### config.mk
export PLATFORM = sky130hd
export DESIGN_NAME = ksa_ctrl
export DESIGN_NICKNAME = d
export VERILOG_FILES = /design/src/rtl/ksa_pkg.sv /design/src/rtl/ksa_ctrl.sv
export SDC_FILE = /design/constraint.sdc
export NUM_CORES = 1
export LEC_CHECK = 0
export ABC_AREA = 0
export BUFFER_PORTS_ARGS = -buffer_cell sky130_fd_sc_hd__buf_2
export CAP_MARGIN = 20
export CELL_PAD_IN_SITES_DETAIL_PLACEMENT = 1
export CELL_PAD_IN_SITES_GLOBAL_PLACEMENT = 1
export CORE_MARGIN = 2
export CORE_UTILIZATION = 30
export CTS_CLUSTER_DIAMETER = 40
export DETAILED_ROUTE_END_ITERATION = 16
export PLACE_DENSITY = 0.82
export SLEW_MARGIN = 25
export SYNTH_ARGS = -nofsm -noshare
export SYNTH_HDL_FRONTEND = slang
export SYNTH_SLANG_ARGS = --single-unit
### constraint.sdc
create_clock -name i_clk -period 1.9 [get_ports i_clk]
set_input_delay 0.285 -clock i_clk [delete_from_list [all_inputs] [get_ports i_clk]]
set_output_delay 0.285 -clock i_clk [all_outputs]
set_load 0.1 [all_outputs]
### src/rtl/ksa_pkg.sv
// package: op and status codes, shared types for the sample statistics engine
package ksa_pkg;

    localparam logic [1:0] OP_SAMPLE = 2'd0;
    localparam logic [1:0] OP_ADD    = 2'd1;
    localparam logic [1:0] OP_REMOVE = 2'd2;
    localparam logic [1:0] OP_CLEAR  = 2'd3;

    localparam logic [2:0] ST_UPDATED   = 3'd0;
    localparam logic [2:0] ST_INSERTED  = 3'd1;
    localparam logic [2:0] ST_KEY_FULL  = 3'd2;
    localparam logic [2:0] ST_ADDED     = 3'd3;
    localparam logic [2:0] ST_EXISTS    = 3'd4;
    localparam logic [2:0] ST_ALRT_FULL = 3'd5;
    localparam logic [2:0] ST_REMOVED   = 3'd6;
    localparam logic [2:0] ST_CLEARED   = 3'd7;

    localparam int IN_BITS  = 2 + 64 + 32 + 64 + 32 + 32 + 16;
    localparam int IN_BYTES = (IN_BITS + 7) / 8;
    localparam int OUT_BITS  = 3 + 32 * 5 + 1 + 16;
    localparam int OUT_BYTES = (OUT_BITS + 7) / 8;

    typedef struct packed {
        logic [1:0]         op;
        logic [63:0]        key_tag;
        logic signed [31:0] sample_value;
        logic [63:0]        alert_tag;
        logic signed [31:0] range_low;
        logic signed [31:0] range_high;
        logic [15:0]        owner_user;
    } t_item;

    typedef struct packed {
        logic [2:0]         status;
        logic signed [31:0] stat_last;
        logic signed [31:0] stat_min;
        logic signed [31:0] stat_max;
        logic signed [31:0] stat_avg;
        logic [31:0]        stat_count;
        logic               alert_fired;
        logic [15:0]        alert_user;
    } t_result;

    // controller to datapath
    typedef struct packed {
        logic load;       // capture input word, reset scan
        logic key_step;   // advance key scan
        logic alrt_step;  // advance alert scan
        logic div_start;
        logic div_step;
        logic key_write;  // write updated or inserted key entry
        logic alrt_add;
        logic shift_step; // move alert j+1 to j
        logic alrt_dec;
        logic clear_keys;
        logic mk_result;
        logic [2:0] status;
    } t_cmd;

    // datapath to controller
    typedef struct packed {
        logic [1:0] op;
        logic key_end;    // key scan past used entries
        logic key_hit;
        logic key_full;
        logic alrt_end;
        logic alrt_id_hit;
        logic alrt_key_hit;
        logic alrt_full;
        logic shift_end;
        logic div_done;
    } t_stat;

endpackage

### src/rtl/ksa_ctrl.sv
// controller: sequences scans, divide, alert compaction and result hand-off
module ksa_ctrl (
    input  logic           i_clk,
    input  logic           i_rst_n,
    input  logic           i_in_valid,
    output logic           o_in_ready,
    input  logic           i_out_busy,
    output ksa_pkg::t_cmd  o_cmd,
    input  ksa_pkg::t_stat i_stat
);
    import ksa_pkg::*;

    localparam logic [3:0] S_IDLE   = 4'd0;
    localparam logic [3:0] S_KSCAN  = 4'd1;
    localparam logic [3:0] S_DIV    = 4'd2;
    localparam logic [3:0] S_KWR    = 4'd3;
    localparam logic [3:0] S_ASCAN  = 4'd4;
    localparam logic [3:0] S_IDSCAN = 4'd5;
    localparam logic [3:0] S_SHIFT  = 4'd6;
    localparam logic [3:0] S_DONE   = 4'd7;

    logic [3:0] r_state, n_state;
    logic [2:0] r_status, n_status;

    always_ff @(posedge i_clk) begin
        if (!i_rst_n) begin
            r_state  <= S_IDLE;
            r_status <= ST_UPDATED;
        end else begin
            r_state  <= n_state;
            r_status <= n_status;
        end
    end

    assign o_in_ready = (r_state == S_IDLE);

    always_comb begin
        n_state  = r_state;
        n_status = r_status;
        o_cmd    = '0;
        o_cmd.status = r_status;
        unique case (r_state)
            S_IDLE: begin
                if (i_in_valid) begin
                    o_cmd.load = 1'b1;
                    n_state = (i_stat.op == OP_SAMPLE) ? S_KSCAN : S_IDSCAN;
                end
            end
            S_KSCAN: begin
                if (i_stat.op == OP_CLEAR) begin
                    o_cmd.clear_keys = 1'b1;
                    n_status = ST_CLEARED;
                    n_state = S_DONE;
                end else if (i_stat.key_hit) begin
                    o_cmd.div_start = 1'b1;
                    n_status = ST_UPDATED;
                    n_state = S_DIV;
                end else if (i_stat.key_end) begin
                    if (i_stat.key_full) begin
                        n_status = ST_KEY_FULL;
                        n_state = S_DONE;
                    end else begin
                        n_status = ST_INSERTED;
                        n_state = S_KWR;
                    end
                end else begin
                    o_cmd.key_step = 1'b1;
                end
            end
            S_DIV: begin
                o_cmd.div_step = 1'b1;
                if (i_stat.div_done) n_state = S_KWR;
            end
            S_KWR: begin
                o_cmd.key_write = 1'b1;
                n_state = S_ASCAN;
            end
            S_ASCAN: begin
                if (i_stat.alrt_key_hit || i_stat.alrt_end) n_state = S_DONE;
                else o_cmd.alrt_step = 1'b1;
            end
            S_IDSCAN: begin
                if (i_stat.op == OP_CLEAR) begin
                    n_state = S_KSCAN;
                end else if (i_stat.alrt_id_hit) begin
                    if (i_stat.op == OP_ADD) begin
                        n_status = ST_EXISTS;
                        n_state = S_DONE;
                    end else begin
                        n_status = ST_REMOVED;
                        n_state = S_SHIFT;
                    end
                end else if (i_stat.alrt_end) begin
                    if (i_stat.op == OP_REMOVE) begin
                        n_status = ST_REMOVED;
                    end else if (i_stat.alrt_full) begin
                        n_status = ST_ALRT_FULL;
                    end else begin
                        o_cmd.alrt_add = 1'b1;
                        n_status = ST_ADDED;
                    end
                    n_state = S_DONE;
                end else begin
                    o_cmd.alrt_step = 1'b1;
                end
            end
            S_SHIFT: begin
                if (i_stat.shift_end) begin
                    o_cmd.alrt_dec = 1'b1;
                    n_state = S_DONE;
                end else begin
                    o_cmd.shift_step = 1'b1;
                end
            end
            S_DONE: begin
                if (!i_out_busy) begin
                    o_cmd.mk_result = 1'b1;
                    n_state = S_IDLE;
                end
            end
            default: n_state = S_IDLE;
        endcase
    end
endmodule

==> metrics.log <==
[metrics] remaining routing DRC violations: 0
[metrics] total met2 wirelength after detailed routing: 1090 um
[metrics] post-layout worst setup margin: 120 ps
[metrics] CTS tree: built
[metrics] Critical Path Start Type: flop
[metrics] row count: 16
[metrics] top layer used by detailed routing: met4
[metrics] Max Root-Sink Buffers: 2
[metrics] Crit Path Class: flop to primary output
[metrics] number of antenna violations at the first check in global routing: 0
[metrics] maximum number of pins on one net before global-route repair: 22
[metrics] Final Hold Fails: 0
[metrics] Cell Pwr Density: 1500 nW/um2
[metrics] share of flip-flops with an asynchronous set or reset: 0
[metrics] area growth from synthesis to layout: 62.6%
[metrics] clock transition at the registers of the reported paths: 50 ps
[metrics] peak fanout along the critical path: 13
[metrics] total nets after synthesis: 100
[metrics] number of vias per cell after detailed routing: 5.59
[metrics] Hold-fix buffers, CTS: 0
[metrics] biggest area consumer among synthesized cells: dfxtp_1
[metrics] final antenna-violating net count: 0
[metrics] flip-flop cell with the highest count after synthesis: dfxtp_1
[metrics] CTS H-tree lvls: 1
[metrics] met1 layer wirelength in the final routing: 853 um
[metrics] first drt pass iteration count: 4
[metrics] half-perimeter wire length after detailed placement: 1650 um
[metrics] Seq cells post-synth: 6
[metrics] Sinks on Clock Net: 6
[metrics] Worst EP arrival: 1490 ps
[metrics] DRT Wirelength: 2050 um
[metrics] Horiz. Die Dim: 49.9 um
[metrics] synth warn: 0
[metrics] number of global-route vias before repair: 797
[metrics] outcome: completed
[metrics] path class of the lowest-slack min-delay path: primary input to flop
[metrics] Achievable Freq: 562 MHz
[metrics] peak supply drop: 956 uV
[metrics] clock insertion delay at the later pin of the skew report: 240 ps
[metrics] Sequential Area: 124 um2
[metrics] max-slew violation count: 0
[metrics] count of max-cap constraint violations: 0
[metrics] data required time of the critical path: 1620 ps
[metrics] EDFF count, synth: 0
[metrics] Post-Synthesis Mean Instance Area: 7.43 um2
[metrics] number of top-level pins: 30
[metrics] Final #Nets: 130
[metrics] depth of the worst hold-timing path: 2
[metrics] CTS Buf Count: 3
[metrics] area of the multi-input gates: 529 um2
[metrics] startpoint of the lowest-slack register-to-register path: r_state[1]
[metrics] Critical Path End Type: primary output
[metrics] Power Total: 1.54 mW
[metrics] cells after synthesis: 85
[metrics] Via Count: 782
[metrics] overall global routing resource usage: 0.184
[metrics] static leakage: 0.441 nW
[metrics] Worst Min Path Start: i_rst_n
[metrics] routability congestion estimate from global placement: 0.791
[metrics] clock tree root buffer cell: clkbuf_4
[metrics] Core ar.: 1980 um2
[metrics] post_cts resized: 0
[metrics] number of cells on the worst reg-to-reg path: 5
[metrics] period utilisation layout: 0.937
[metrics] library cells used by synthesis: 40
[metrics] first-iteration detailed-routing DRC count: 15
[metrics] buffer count from post-CTS setup fixing: 0
[metrics] number of fill cells: 242
[metrics] sink of the worst hold path: r_state[0]
[metrics] reg-to-reg critical path endpoint: r_state[2]
[metrics] average wire length per cell after detail routing: 14.7 um
[metrics] gr ovfl total: 0
[metrics] worst reg2reg setup slack: 190 ps
[metrics] final critical-path required period: 1780 ps
[metrics] Diodes inserted: 0
[metrics] proportion of netlist area held by the largest area contributor: 0.190
[metrics] post-synthesis instance area: 632 um2
[metrics] Slew Limit Headroom: 0.678
[metrics] vertical extent of the die: 49.9 um
[metrics] # setup viols final: 0
[metrics] die area: 2490 um2
[metrics] Starting Density: 0.319
[metrics] Fin Clk Skew: 6.56 ps
[metrics] port buffer count: 29
[metrics] most area-consuming cells after synthesis: dfxtp_1, mux2i_1, nor3_1, nand2_1, nand3b_1
[metrics] wire length of the first global-routing pass: 3550 um
[metrics] layout cells sized above 1: 0.425
[metrics] unrepaired setup endpoints after global routing: no
[metrics] Detail Route met3 WL: 94 um
[metrics] post-placement setup slack: 214 ps
[metrics] sequential fraction of the synthesis area: 0.190
[metrics] slew at the pin with the worst max-slew slack: 487 ps
[cell usage after synthesis (2+ instances only)]
| cell | count |
|---|---|
| o21ai_0 | 3 |
| inv_1 | 2 |
| nand3b_1 | 3 |
| nor3_1 | 5 |
| a31oi_1 | 3 |
| nor2b_1 | 3 |
| nand3_1 | 4 |
| nand2_1 | 6 |
| mux2i_1 | 3 |
| buf_2 | 3 |
| nand2b_1 | 3 |
| o211ai_1 | 3 |
| dfxtp_1 | 6 |
| a21oi_1 | 2 |
| and2_1 | 2 |
| and4b_1 | 2 |
| nor2_1 | 5 |
| o21ai_1 | 4 |
| and3_1 | 2 |
[critical path: stages, from the launching register on]
cell	delay, ps
dfxtp_2	400
buf_4	210
nand2b_1	70
o22ai_1	150
and3_1	240
buf_12	180
[power breakdown]
group,switching [mW],total (mW),internal (mW)
Sequential,0.0971,0.272,0.175
Clock,0.0416,0.113,0.0711
Combinational,0.794,1.15,0.359
[through the flow]
stage          hold slack, ps   util  area, um2  cells  setup TNS (ps)
2_1_floorplan             413      -        733     85            -394
3_3_place_gp              447  0.506       1000    137               0
3_5_place_dp              459  0.506       1000    137               0
4_1_cts                   339  0.518       1030    140               0
5_1_grt                   350  0.518       1030    140               0
6_report                  339  0.518       1030    140               0
[layout make-up]
type / count / area share
Sequential cell: 6 / 0.121
Clock buffer: 3 / 0.0219
Timing Repair Buffer: 31 / 0.302
Multi-Input combinational cell: 71 / 0.515
Inverter: 2 / 0.00731
Tap cell: 27 / 0.0329
[metal layers]
layer,vias to the layer above,GRT usage
li1,381,-
met1,374,0.214
met2,23,0.329
met3,4,0.0545
met4,0,0.0370
met5,-,0
[cells by family after synthesis]
| kind of cell | Yosys count | synth area share |
|---|---|---|
| and+or+nand+nor | 42 | 0.400 |
| xor gates and xnor gates | 1 | 0.0139 |
| DFF | 6 | 0.190 |
| buffers and inverters | 8 | 0.0594 |
| muxes | 3 | 0.0475 |
| AOI/OAI and AO/OA | 25 | 0.289 |
[placed cells by master (no fill, tap or decap), drive strengths merged, types with 3 or more instances in the layout]
cell type and instances:
nor3 5, nor2 5, o21ai 7, dfxtp 6, a31oi 3, o211ai 4, and2 3, nand2b 3
nand3b 3, buf 31, mux2i 3, clkbuf 3, nand2 6, nor2b 3, nand3 4
[state kept, by name, summed over array words and instances (netlist names)]
signal	cells
r_state	3
r_status	3
[how the worst max path moves through the flow]
stage | start | to | slack [ps] | depth (start not counted)
final | r_state[0] | o_cmd[11] | 120 | 5
after global routing | r_state[0] | o_cmd[11] | 3 | 5
after CTS | r_state[0] | o_cmd[11] | 9 | 5
after detailed placement | r_state[0] | r_state[2] | 210 | 5
after global placement | i_stat[9] | o_cmd[12] | 250 | 5
after floorplan | r_state[1] | o_cmd[13] | -250 | 4
Note: power is estimated with default switching activity, not from simulation.
